--- config.mk ---
export PLATFORM = sky130hd
export DESIGN_NAME = timed_relay_batch_sequencer_flat
export DESIGN_NICKNAME = d
export VERILOG_FILES = /design/src/hdl/trbs_pkg.sv /design/src/hdl/trbs_if.sv /design/src/hdl/timed_relay_batch_sequencer.sv /design/src/hdl/trbs_cfg.sv /design/src/hdl/trbs_step.sv /design/src/flat_wrapper.sv
export SDC_FILE = /design/constraint.sdc
export NUM_CORES = 1
export LEC_CHECK = 0
export ABC_AREA = 1
export BUFFER_PORTS_ARGS = -buffer_cell sky130_fd_sc_hd__buf_2
export CAP_MARGIN = 10
export CELL_PAD_IN_SITES_DETAIL_PLACEMENT = 0
export CELL_PAD_IN_SITES_GLOBAL_PLACEMENT = 1
export CORE_ASPECT_RATIO = 0.7
export CORE_MARGIN = 4
export CORE_UTILIZATION = 49
export DETAILED_ROUTE_END_ITERATION = 7
export PLACE_DENSITY_LB_ADDON = 0.25
export SETUP_SLACK_MARGIN = 0.5
export SYNTH_ARGS = -nofsm -noshare
export SYNTH_HDL_FRONTEND = slang
export SYNTH_SLANG_ARGS = --single-unit
--- constraint.sdc ---
create_clock -name clk -period 18.7 [get_ports clk]
set_input_delay 2.805 -clock clk [delete_from_list [all_inputs] [get_ports clk]]
set_output_delay 2.805 -clock clk [all_outputs]
set_load 0.05 [all_outputs]
--- src/hdl/trbs_pkg.sv ---
package trbs_pkg;

  // Phase timer width and the fixed widths of the register fields.
  localparam int TIME_W     = 20;
  localparam int CFG_TIME_W = 20;
  localparam int DEB_W      = 16;
  localparam int CFG_DATA_W = 20;
  localparam int CFG_IDX_W  = 3;
  localparam int CMP_W      = (TIME_W > CFG_TIME_W) ? TIME_W : CFG_TIME_W;

  localparam logic [TIME_W-1:0] TIME_MAX = {TIME_W{1'b1}};
  localparam logic [DEB_W-1:0]  DEB_MAX  = {DEB_W{1'b1}};

  // Register indexes.
  localparam logic [CFG_IDX_W-1:0] CFG_PAPER      = 3'd0;
  localparam logic [CFG_IDX_W-1:0] CFG_STARCH     = 3'd1;
  localparam logic [CFG_IDX_W-1:0] CFG_WATER      = 3'd2;
  localparam logic [CFG_IDX_W-1:0] CFG_MIXING     = 3'd3;
  localparam logic [CFG_IDX_W-1:0] CFG_DOOR_OPEN  = 3'd4;
  localparam logic [CFG_IDX_W-1:0] CFG_PREP       = 3'd5;
  localparam logic [CFG_IDX_W-1:0] CFG_CLOSE_WAIT = 3'd6;
  localparam logic [CFG_IDX_W-1:0] CFG_DEBOUNCE   = 3'd7;

  // Register reset values.
  localparam logic [CFG_TIME_W-1:0] RST_PHASE_TIME = 20'd5000;
  localparam logic [CFG_TIME_W-1:0] RST_CLOSE_WAIT = 20'd3000;
  localparam logic [DEB_W-1:0]      RST_DEBOUNCE   = 16'd50;

  // Relay bits.
  localparam logic [4:0] R_NONE   = 5'b00000;
  localparam logic [4:0] R_MIXER  = 5'b00001;
  localparam logic [4:0] R_PAPER  = 5'b00010;
  localparam logic [4:0] R_STARCH = 5'b00100;
  localparam logic [4:0] R_WATER  = 5'b01000;
  localparam logic [4:0] R_DOOR   = 5'b10000;

  // Phase codes as seen on the result channel.
  localparam logic [3:0] PC_IDLE   = 4'd0;
  localparam logic [3:0] PC_PREP   = 4'd1;
  localparam logic [3:0] PC_PAPER  = 4'd2;
  localparam logic [3:0] PC_STARCH = 4'd3;
  localparam logic [3:0] PC_WATER  = 4'd4;
  localparam logic [3:0] PC_MIXING = 4'd5;
  localparam logic [3:0] PC_PROMPT = 4'd6;
  localparam logic [3:0] PC_DOOR   = 4'd7;
  localparam logic [3:0] PC_CLOSE  = 4'd8;

  typedef enum logic [8:0] {
    PH_IDLE   = 9'b000000001,
    PH_PREP   = 9'b000000010,
    PH_PAPER  = 9'b000000100,
    PH_STARCH = 9'b000001000,
    PH_WATER  = 9'b000010000,
    PH_MIXING = 9'b000100000,
    PH_PROMPT = 9'b001000000,
    PH_DOOR   = 9'b010000000,
    PH_CLOSE  = 9'b100000000
  } phase_t;

  typedef struct packed {
    logic [CFG_TIME_W-1:0] paper_time;
    logic [CFG_TIME_W-1:0] starch_time;
    logic [CFG_TIME_W-1:0] water_time;
    logic [CFG_TIME_W-1:0] mixing_time;
    logic [CFG_TIME_W-1:0] door_open_time;
    logic [CFG_TIME_W-1:0] prep_time;
    logic [CFG_TIME_W-1:0] close_wait_time;
    logic [DEB_W-1:0]      debounce_time;
  } cfg_t;

  typedef struct packed {
    phase_t            phase;
    logic              run;
    logic [TIME_W-1:0] elapsed;
    logic              enter_prev;
    logic [DEB_W-1:0]  since_enter;
    logic [4:0]        relays;
  } state_t;

  typedef struct packed {
    logic       up;
    logic       enter;
    logic       down;
    logic       start;
  } tick_t;

  function automatic logic [3:0] phase_code(input phase_t p);
    logic [3:0] c;
    unique case (p)
      PH_IDLE:   c = PC_IDLE;
      PH_PREP:   c = PC_PREP;
      PH_PAPER:  c = PC_PAPER;
      PH_STARCH: c = PC_STARCH;
      PH_WATER:  c = PC_WATER;
      PH_MIXING: c = PC_MIXING;
      PH_PROMPT: c = PC_PROMPT;
      PH_DOOR:   c = PC_DOOR;
      PH_CLOSE:  c = PC_CLOSE;
      default:   c = PC_IDLE;
    endcase
    return c;
  endfunction

endpackage

--- src/hdl/trbs_if.sv ---
interface trbs_in_if;
  logic valid;
  logic ready;
  logic up_level;
  logic enter_level;
  logic down_level;
  logic start_request;

  modport source (output valid, up_level, enter_level, down_level, start_request,
                  input ready);
  modport sink (input valid, up_level, enter_level, down_level, start_request,
                output ready);
endinterface

interface trbs_out_if;
  logic       valid;
  logic       ready;
  logic [4:0] relay_drive;
  logic [3:0] phase;
  logic       running;
  logic       aborted;

  modport source (output valid, relay_drive, phase, running, aborted, input ready);
  modport sink (input valid, relay_drive, phase, running, aborted, output ready);
endinterface

--- src/hdl/timed_relay_batch_sequencer.sv ---
// Timed relay batch sequencer.
// in_ch carries one millisecond tick per transfer: the raw Up, Enter and Down
// levels and the start request from the menu. out_ch returns exactly one
// result per tick: relay_drive (bit0 mixer .. bit4 door, active high), the
// phase code, running, and aborted for the tick on which all three buttons
// stopped a run. The cfg_ port writes one timing register per cycle while
// cfg_we is high; write only while no tick is in flight.
// Latency: the result of a tick is valid the cycle after its transfer. The
// whole update is one pass through the step logic into the state and result
// registers, so one tick is taken every cycle unless the receiver stalls.
// The result register lets the next tick in while a result waits: in_ch.ready
// is high whenever the result slot is empty or being taken in that cycle.
// If the receiver stalls, the result holds and in_ch.ready drops until it goes.
// Reset (rst_n low, synchronous) loads the default timings, returns to idle
// with all relays off, and empties the result slot.
module timed_relay_batch_sequencer
  import trbs_pkg::*;
(
  input  logic                  clk,
  input  logic                  rst_n,
  trbs_in_if.sink               in_ch,
  trbs_out_if.source            out_ch,
  input  logic                  cfg_we,
  input  logic [CFG_IDX_W-1:0]  cfg_index,
  input  logic [CFG_DATA_W-1:0] cfg_data
);

  cfg_t   cfg;
  state_t state_r;
  state_t state_nxt;
  tick_t  tick;
  logic   aborted_nxt;
  logic   accept;

  logic       out_valid_r;
  logic [4:0] relay_r;
  logic [3:0] phase_r;
  logic       running_r;
  logic       aborted_r;

  trbs_cfg u_cfg (
    .clk       (clk),
    .rst_n     (rst_n),
    .cfg_we    (cfg_we),
    .cfg_index (cfg_index),
    .cfg_data  (cfg_data),
    .cfg       (cfg)
  );

  assign tick.up    = in_ch.up_level;
  assign tick.enter = in_ch.enter_level;
  assign tick.down  = in_ch.down_level;
  assign tick.start = in_ch.start_request;

  trbs_step u_step (
    .cur     (state_r),
    .tick    (tick),
    .cfg     (cfg),
    .nxt     (state_nxt),
    .aborted (aborted_nxt)
  );

  assign in_ch.ready = !out_valid_r || out_ch.ready;
  assign accept      = in_ch.valid && in_ch.ready;

  always_ff @(posedge clk) begin
    if (!rst_n) begin
      state_r.phase       <= PH_IDLE;
      state_r.run         <= 1'b0;
      state_r.elapsed     <= '0;
      state_r.enter_prev  <= 1'b0;
      state_r.since_enter <= '0;
      state_r.relays      <= R_NONE;
      out_valid_r         <= 1'b0;
    end else begin
      if (accept) begin
        state_r     <= state_nxt;
        out_valid_r <= 1'b1;
      end else if (out_ch.ready) begin
        out_valid_r <= 1'b0;
      end
    end
  end

  // result payload: load on every tick transfer, hold otherwise
  always_ff @(posedge clk) begin
    if (accept) begin
      relay_r   <= state_nxt.relays;
      phase_r   <= phase_code(state_nxt.phase);
      running_r <= state_nxt.run;
      aborted_r <= aborted_nxt;
    end
  end

  assign out_ch.valid       = out_valid_r;
  assign out_ch.relay_drive = relay_r;
  assign out_ch.phase       = phase_r;
  assign out_ch.running     = running_r;
  assign out_ch.aborted     = aborted_r;

endmodule

--- src/hdl/trbs_cfg.sv ---
module trbs_cfg
  import trbs_pkg::*;
(
  input  logic                  clk,
  input  logic                  rst_n,
  input  logic                  cfg_we,
  input  logic [CFG_IDX_W-1:0]  cfg_index,
  input  logic [CFG_DATA_W-1:0] cfg_data,
  output cfg_t                  cfg
);

  cfg_t cfg_r;

  always_ff @(posedge clk) begin
    if (!rst_n) begin
      cfg_r.paper_time      <= RST_PHASE_TIME;
      cfg_r.starch_time     <= RST_PHASE_TIME;
      cfg_r.water_time      <= RST_PHASE_TIME;
      cfg_r.mixing_time     <= RST_PHASE_TIME;
      cfg_r.door_open_time  <= RST_PHASE_TIME;
      cfg_r.prep_time       <= RST_PHASE_TIME;
      cfg_r.close_wait_time <= RST_CLOSE_WAIT;
      cfg_r.debounce_time   <= RST_DEBOUNCE;
    end else if (cfg_we) begin
      unique case (cfg_index)
        CFG_PAPER:      cfg_r.paper_time      <= cfg_data[CFG_TIME_W-1:0];
        CFG_STARCH:     cfg_r.starch_time     <= cfg_data[CFG_TIME_W-1:0];
        CFG_WATER:      cfg_r.water_time      <= cfg_data[CFG_TIME_W-1:0];
        CFG_MIXING:     cfg_r.mixing_time     <= cfg_data[CFG_TIME_W-1:0];
        CFG_DOOR_OPEN:  cfg_r.door_open_time  <= cfg_data[CFG_TIME_W-1:0];
        CFG_PREP:       cfg_r.prep_time       <= cfg_data[CFG_TIME_W-1:0];
        CFG_CLOSE_WAIT: cfg_r.close_wait_time <= cfg_data[CFG_TIME_W-1:0];
        CFG_DEBOUNCE:   cfg_r.debounce_time   <= cfg_data[DEB_W-1:0];
        default: ;
      endcase
    end
  end

  assign cfg = cfg_r;

endmodule

--- src/hdl/trbs_step.sv ---
module trbs_step
  import trbs_pkg::*;
(
  input  state_t cur,
  input  tick_t  tick,
  input  cfg_t   cfg,
  output state_t nxt,
  output logic   aborted
);

  logic                  press;
  logic                  has_timer;
  logic [CFG_TIME_W-1:0] limit;
  phase_t                t_phase;
  logic [4:0]            t_relays;

  always_comb begin
    nxt       = cur;
    aborted   = 1'b0;
    press     = 1'b0;
    has_timer = 1'b0;
    limit     = '0;
    t_phase   = PH_IDLE;
    t_relays  = R_NONE;

    if (cur.since_enter != DEB_MAX) begin
      nxt.since_enter = cur.since_enter + 1'b1;
    end

    if (cur.run && tick.up && tick.enter && tick.down) begin
      // emergency stop: drop everything, keep the Enter history
      nxt.run     = 1'b0;
      nxt.phase   = PH_IDLE;
      nxt.relays  = R_NONE;
      nxt.elapsed = '0;
      aborted     = 1'b1;
    end else begin
      press = tick.enter && !cur.enter_prev && (nxt.since_enter > cfg.debounce_time);
      if (press) begin
        nxt.since_enter = '0;
        if (cur.run && cur.phase == PH_PROMPT) begin
          nxt.phase   = PH_DOOR;
          nxt.relays  = cur.relays | R_DOOR;
          nxt.elapsed = '0;
        end
      end
      nxt.enter_prev = tick.enter;

      if (tick.start && !cur.run) begin
        nxt.run     = 1'b1;
        nxt.phase   = PH_PREP;
        nxt.relays  = R_MIXER;
        nxt.elapsed = '0;
      end

      unique case (nxt.phase)
        PH_PREP: begin
          has_timer = 1'b1; limit = cfg.prep_time;
          t_phase = PH_PAPER; t_relays = R_MIXER | R_PAPER;
        end
        PH_PAPER: begin
          has_timer = 1'b1; limit = cfg.paper_time;
          t_phase = PH_STARCH; t_relays = R_MIXER | R_STARCH;
        end
        PH_STARCH: begin
          has_timer = 1'b1; limit = cfg.starch_time;
          t_phase = PH_WATER; t_relays = R_MIXER | R_WATER;
        end
        PH_WATER: begin
          has_timer = 1'b1; limit = cfg.water_time;
          t_phase = PH_MIXING; t_relays = R_MIXER;
        end
        PH_MIXING: begin
          has_timer = 1'b1; limit = cfg.mixing_time;
          t_phase = PH_PROMPT; t_relays = R_MIXER;
        end
        PH_DOOR: begin
          has_timer = 1'b1; limit = cfg.door_open_time;
          t_phase = PH_CLOSE; t_relays = nxt.relays & ~R_DOOR;
        end
        PH_CLOSE: begin
          has_timer = 1'b1; limit = cfg.close_wait_time;
          t_phase = PH_PROMPT; t_relays = nxt.relays;
        end
        default: ;
      endcase

      if (nxt.run && has_timer) begin
        if (CMP_W'(nxt.elapsed) >= CMP_W'(limit)) begin
          nxt.phase   = t_phase;
          nxt.relays  = t_relays;
          nxt.elapsed = '0;
        end else if (nxt.elapsed != TIME_MAX) begin
          nxt.elapsed = nxt.elapsed + 1'b1;
        end
      end
    end
  end

endmodule

--- src/flat_wrapper.sv ---
// flat-port wrapper written by rule: the top's interface ports become plain ports
module timed_relay_batch_sequencer_flat import trbs_pkg::*;
  (clk, rst_n, cfg_we, cfg_index, cfg_data, in_ch_valid, in_ch_up_level, in_ch_enter_level, in_ch_down_level, in_ch_start_request, in_ch_ready, out_ch_valid, out_ch_relay_drive, out_ch_phase, out_ch_running, out_ch_aborted, out_ch_ready);
  trbs_in_if in_ch_i ();
  trbs_out_if out_ch_i ();
  input  logic clk;
  input  logic rst_n;
  input  logic cfg_we;
  input  logic [CFG_IDX_W-1:0] cfg_index;
  input  logic [CFG_DATA_W-1:0] cfg_data;
  input wire logic [$bits(in_ch_i.valid)-1:0] in_ch_valid;
  input wire logic [$bits(in_ch_i.up_level)-1:0] in_ch_up_level;
  input wire logic [$bits(in_ch_i.enter_level)-1:0] in_ch_enter_level;
  input wire logic [$bits(in_ch_i.down_level)-1:0] in_ch_down_level;
  input wire logic [$bits(in_ch_i.start_request)-1:0] in_ch_start_request;
  output wire logic [$bits(in_ch_i.ready)-1:0] in_ch_ready;
  output wire logic [$bits(out_ch_i.valid)-1:0] out_ch_valid;
  output wire logic [$bits(out_ch_i.relay_drive)-1:0] out_ch_relay_drive;
  output wire logic [$bits(out_ch_i.phase)-1:0] out_ch_phase;
  output wire logic [$bits(out_ch_i.running)-1:0] out_ch_running;
  output wire logic [$bits(out_ch_i.aborted)-1:0] out_ch_aborted;
  input wire logic [$bits(out_ch_i.ready)-1:0] out_ch_ready;
  assign in_ch_i.valid = in_ch_valid;
  assign in_ch_i.up_level = in_ch_up_level;
  assign in_ch_i.enter_level = in_ch_enter_level;
  assign in_ch_i.down_level = in_ch_down_level;
  assign in_ch_i.start_request = in_ch_start_request;
  assign in_ch_ready = in_ch_i.ready;
  assign out_ch_valid = out_ch_i.valid;
  assign out_ch_relay_drive = out_ch_i.relay_drive;
  assign out_ch_phase = out_ch_i.phase;
  assign out_ch_running = out_ch_i.running;
  assign out_ch_aborted = out_ch_i.aborted;
  assign out_ch_i.ready = out_ch_ready;
  timed_relay_batch_sequencer u_core (.clk(clk), .rst_n(rst_n), .in_ch(in_ch_i), .out_ch(out_ch_i), .cfg_we(cfg_we), .cfg_index(cfg_index), .cfg_data(cfg_data));
endmodule
Yosys cells after proc, flatten, opt, wreduce, memory -nomap -nowiden:

Index checks and enable logic that the tools add are counted.

* input port bits: 32
* output and inout bits: 13
* flip-flop bits (word level): 220

* mux-type cells: 30
* reductions and logical operators: 27
* magnitude comparators: 2
* add/sub/neg operators: 2
* equality and inequality tests: 25
* bitwise logic cells: 1

Operators by type and width (number)
* 20-bit one-hot mux with 7 select lines: 1
* 20-bit two-way mux: 6
* 30-bit two-way mux: 3
* 9-bit one-hot mux with 6 select lines: 1
* 9-bit two-way mux: 4
* 16-bit two-way mux: 2
* 4-bit one-hot mux with 8 select lines: 1
* 5-bit one-hot mux with 6 select lines: 1
* 5-bit two-way mux: 5
* 21-bit two-way mux: 1
* 20-bit by 1-bit adder with 20-bit output (second input constant): 1
* 20-bit >= comparator: 1
* 20-bit != test (second input constant): 1
* 9-bit by 2-bit equality test with 1-bit output (second input constant): 2
* 9-bit by 3-bit equality test with 1-bit output (second input constant): 2
* 9-bit by 4-bit equality test with 1-bit output (second input constant): 2
* 9-bit by 5-bit equality test with 1-bit output (second input constant): 2
* 9-bit by 6-bit equality test with 1-bit output (second input constant): 2
* 9-bit by 7-bit equality test with 1-bit output (second input constant): 2
* 9-bit by 8-bit equality test with 1-bit output (second input constant): 2
* 9-bit equality test (second input constant): 2
* 2-bit AND reduction: 9
* 16-bit by 1-bit adder with 16-bit output (second input constant): 1
* 16-bit greater-than comparator: 1
* 13 further kinds: 32

Depth between registers and ports, before layout:

* word-level depth: 16
* gate-level depth with buffers: 51
* depth with buffers taken out: 49

Modules after synthesis:

A second synthesis with hierarchy kept.

* cells, all modules: 1999
* area, all modules: 12602.1 um2

By module, submodules not included
* trbs_cfg: cells an instance 850, area each 5974.5 um2, instances 1
* trbs_step: cells an instance 857, area each 4252.8 um2, instances 1
* timed_relay_batch_sequencer: cells an instance 292, area each 2374.8 um2, instances 1

Worst setup path before layout:

No wires, ideal clock.

* path type: in2reg
* from: input in_ch_start_request
* to: register u_core.phase_r[0], in the netlist u_core.out_ch.phase[0] (data pin)
* library setup time: 252 ps
* arrival: 6499 ps
* stages on the path: 30
* slack: 11949 ps
* required time: 18448 ps
* path buffers: 5
* path through: inv_1 > nor2_4 > buf_6 > nor2_2 > nor2_2 > inv_1 > nor2_2 > buf_2 > nand4_1 > inv_1 > buf_2 > buf_1 > a211oi_1 > ha_1 > nand2_1 > o21ai_0 > nand2_1 > o211ai_1 > a21boi_0 > nand3_1 > clkbuf_1 > o21ai_0 > nand3_1 > nand3_1 > nand2_2 > nor2_2 > nand3_1 > nand2_1 > clkinv_1 > nand2_1

* cells in the longest elaborated chain, start to end: 12

Ends and longest elaborated chain
* from (decl): RTL line flat_wrapper.sv:15 `input wire logic [$bits(in_ch_i.start_request)-1:0] in_ch_start_request;`
* 1-bit logical AND (*): RTL line trbs_step.sv:49 `if (tick.start && !cur.run) begin`
* 30-bit two-way mux (*): RTL line trbs_step.sv:49
* 30-bit two-way mux (*): RTL line trbs_step.sv:30 `if (cur.run && tick.up && tick.enter && tick.down) begin`
* 9-bit equality test (tied with other cells): RTL line trbs_step.sv:56 `unique case (nxt.phase)`
* 20-bit one-hot mux with 7 select lines or 7-bit OR reduction (tied branches)
* 20-bit two-way mux or 1-bit two-way mux (tied branches): RTL line trbs_step.sv:30, trbs_step.sv:56
* 20-bit >= comparator or 1-bit two-way mux (tied branches): RTL line trbs_step.sv:89, trbs_step.sv:30
* 9-bit two-way mux or 1-bit logical AND (tied branches): RTL line trbs_step.sv:89, trbs_step.sv:88
* 9-bit two-way mux (*): RTL line trbs_step.sv:88 `if (nxt.run && has_timer) begin`
* 30-bit two-way mux (*): RTL line trbs_step.sv:30
* 9-bit equality test (tied with other cells): RTL line trbs_pkg.sv:89 `unique case (p)`
* 4-bit one-hot mux with 8 select lines (*): RTL line trbs_pkg.sv:89
* to (signal assigned): RTL line timed_relay_batch_sequencer.sv:89 `phase_r <= phase_code(state_nxt.phase);`
* to (decl): RTL line timed_relay_batch_sequencer.sv:37 `logic [3:0] phase_r;`

Every way passes the cells marked *; elsewhere a longest branch is shown, timed or not. The select of a mux whose other input is x is not followed.
A chain may end at the register's enable or synchronous reset.

Final worst setup path:

* from: register u_core.state_r[8] (netlist name)
* to: register u_core.phase_r[0], in the netlist u_core.out_ch.phase[0] (data pin)

* cells in the longest elaborated chain, start to end: 16

Ends and longest elaborated chain
* from (decl): RTL line timed_relay_batch_sequencer.sv:29 `state_t state_r;`
* from (signal assigned): RTL line timed_relay_batch_sequencer.sv:77 `state_r <= state_nxt;`
* 16-bit by 1-bit adder with 16-bit output or 16-bit != test (tied branches): RTL line trbs_step.sv:27, trbs_step.sv:26
* 16-bit two-way mux (*): RTL line trbs_step.sv:26 `if (cur.since_enter != DEB_MAX) begin`
* 16-bit greater-than comparator (*): RTL line trbs_step.sv:38 `press = tick.enter && !cur.enter_prev && (nxt.since_enter > cfg.debounce_time);`
* 1-bit logical AND (*): RTL line trbs_step.sv:38
* 9-bit two-way mux: RTL line trbs_step.sv:39 `if (press) begin`
* 30-bit two-way mux (*): RTL line trbs_step.sv:49
* 30-bit two-way mux (*): RTL line trbs_step.sv:30
* 9-bit equality test (tied with other cells): RTL line trbs_step.sv:56
* 20-bit one-hot mux with 7 select lines or 7-bit OR reduction (tied branches)
* 20-bit two-way mux or 1-bit two-way mux (tied branches): RTL line trbs_step.sv:30, trbs_step.sv:56
* 20-bit >= comparator or 1-bit two-way mux (tied branches): RTL line trbs_step.sv:89, trbs_step.sv:30
* 9-bit two-way mux or 1-bit logical AND (tied branches): RTL line trbs_step.sv:89, trbs_step.sv:88
* 9-bit two-way mux (*): RTL line trbs_step.sv:88
* 30-bit two-way mux (*): RTL line trbs_step.sv:30
* 9-bit equality test (tied with other cells): RTL line trbs_pkg.sv:89
* 4-bit one-hot mux with 8 select lines (*): RTL line trbs_pkg.sv:89

Marks and branches as above.

==> reports/results.txt <==
Vias = 10954
Final GP Congestion = 0.934
Most frequent CP cell = nand2_1
Outcome = finished, final reports clean
# resized after CTS = 0
Leakage = 5.57 nW
Setup TNS = 0 ns
Syn Inst Count = 1630
Post-layout nets = 1685
EDFF count, synth = 11
DR iter-0 viols = 1006
Initial antenna violation count = 2
Synthesized cell area = 11500 sq um
Synth top area cells = dfxtp_1, nand2_1, nor2_1
Post-route cell area = 12700 sq um
CTS tree = built
CP Class = flop to flop
Non-filler cells, final = 1943
Placed cell count = 1902
Congestion Overflow GR = 0
Vias in the first global route = 10109
Largest net degree at the start of global routing = 72
Vias per std cell = 5.64
Post-DP HPWL = 23700 um
Most Crowded Layer GR = met2
Pwr per Cell Area = 92.6 nW/um^2
Req. time, crit path = 18.98 ns
Biggest cell delay along the critical path = 0.60 ns
Crit path DAT = 9.45 ns
VDD IR max = 0.0656 mV
Initial core utilization = 0.504
Final worst path period need = 9.17 ns
Fin. max-slew vios = 0
Most frequent cells after synthesis = nand2_1, nor2_1, dfxtp_1
Drt wl/cell = 18.1 um
Drt drc = 0
Clk Latency, worst-skew pair = 0.52 ns
Register bit total from synthesis = 220
Share of the synthesized area in the top cell type = 0.363
Die width = 191 um
Die area = 26100 sq um
Post-Route WL = 35100 um
Min Hold Slack = 0.456 ns
Post-CTS Hold Fix Bufs = 0
Mapped Nets = 1700
DP Area = 11900 sq um
Ys async rst share = 0
# Post-CTS Setup Buffers = 0
Endpoint class of the critical path = flop
Worst-Margin Slew = 1.07 ns
Yosys warns = 0
Fin crit share = 0.490
Fraction of layout cells with a size suffix above 1 = 0.0963
CTS Root Cell = clkbuf_16
First-pass GRT wire length = 56000 um
Clock transition at path regs = 0.06 ns
Crit-path max FO = 42
GRT Total Usage = 0.268
Core ar. = 22900 sq um
Crit start category = flop
CTS sink count = 220
Tot Pwr = 0.00118 W
Clock Path Buffers = 3
Inserted Diodes = 0
Final Hold Fails = 0
Area growth from synthesis to layout = 9.93%
Clock skew = 0.0142 ns
Reported max-cap violation count = 0
HP Class = flop to flop
First-pass DRT Iterations = 5
M3 GR Usage = 0.0459
Met2 Track Usage GR = 0.414
Fmax = 109 MHz
CTS Buf Count = 23
CP max-delay cell = nand3_1
Worst rel slew slack = 0.282
Die Y = 136 um
Count of different cell masters after synthesis = 54
Met1 usage in global routing = 0.396
Count leader, synth = nand2_1
# H-tree levels = 1
Top_reg_cell synth = dfxtp_1
RSZ-0062 raised after global routing = no
Sequential share of the synthesized area = 0.391
Synth area leader = dfxtp_1
Row Count = 46
Final-report setup violation count = 0
Port Buffers = 44
Avg Inst Size Synth = 7.08 sq um
Fillers = 2280
Antenna Nets Post-Route = 0
# IOs = 45
[layout make-up]
type	instances	area, sq um	share of cell area
Inverter	158	593	0.0468
Multi-Input combinational cell	1153	6030	0.475
Timing Repair Buffer	59	335	0.0264
Sequential cell	220	4510	0.356
Clock inverter	7	114	0.00898
Clock buffer	34	707	0.0557
Tap cell	312	390	0.0308
[placed cells by master, fill, tap and decap left out, types with 24 or more instances in the layout]
cell type and n:
a21oi_1 118, buf_2 43, dfxtp_1 209, ha_1 38, inv_1 141, nand2_1 273, nand3_1 112, nand4_1 24
nor2_1 243, o21ai_0 158
[report_power, final]
group          switching [W]  internal (W)  total (W)
registers          0.0000101      0.000492   0.000502
clock network       0.000193      0.000302   0.000495
logic               0.000130     0.0000471   0.000178
[cell families (layout without fill, tap and decap cells)]
| group | count (synthesis) | after routing | synth area share |
|---|---|---|---|
| AO/OA/AOI/OAI | 371 | 371 | 0.185 |
| buffers and inverters | 257 | 258 | 0.0872 |
| adder cells (fa/ha/maj) | 38 | 38 | 0.0412 |
| XOR/XNOR | 21 | 21 | 0.0159 |
| AND/OR/NAND/NOR | 723 | 723 | 0.279 |
| flip-flops | 220 | 220 | 0.391 |
[flip-flops by register name (all words and copies together) (netlist names)]
register                   count
u_core.out_ch.relay_drive      5
u_core.u_cfg.cfg             156
u_core.out_ch.phase            4
u_core.out_ch.aborted          1
u_core.state_r                52
u_core.out_ch.running          1
u_core.out_ch.valid            1
[routing by layer]
metal	routed length (um)	share of wire	vias up
li1	-	-	5424
met1	17000	0.48	5131
met2	15100	0.43	350
met3	2400	0.068	45
met4	645	0.018	4
met5	22	0.00063	-
[worst max-delay path: cells and delay by family (launching register included)]
| kind | cells | cell delay, ns |
|---|---|---|
| flip-flops | 1 | 0.40 |
| adder cells (fa/ha/maj) | 2 | 0.60 |
| AO/OA/AOI/OAI | 6 | 1.43 |
| buffers and inverters | 10 | 2.02 |
| AND/OR/NAND/NOR | 27 | 4.24 |
| XOR/XNOR | 1 | 0.22 |
[per-stage QoR]
| stage | util | setup WS, ns |
|---|---|---|
| 5_1_grt | 0.554 | 8.49 |
| 6_report | 0.554 | 9.53 |
| 2_1_floorplan | - | 11.95 |
| 3_3_place_gp | 0.518 | 9.52 |
| 3_5_place_dp | 0.518 | 9.28 |
| 4_1_cts | 0.554 | 9.61 |
[worst paths after layout]
kind	from	end	slack, ns	cells after the start
setup / recovery	u_core.state_r[8]	u_core.out_ch.phase[0]	9.53	46
hold / removal	u_core.u_cfg.cfg[36]	u_core.u_cfg.cfg[36]	0.46	2
setup reg to reg	u_core.state_r[8]	u_core.out_ch.phase[0]	9.53	46
hold reg to reg	u_core.u_cfg.cfg[36]	u_core.u_cfg.cfg[36]	0.46	2
No activity file was read; power rests on OpenSTA's default activity.
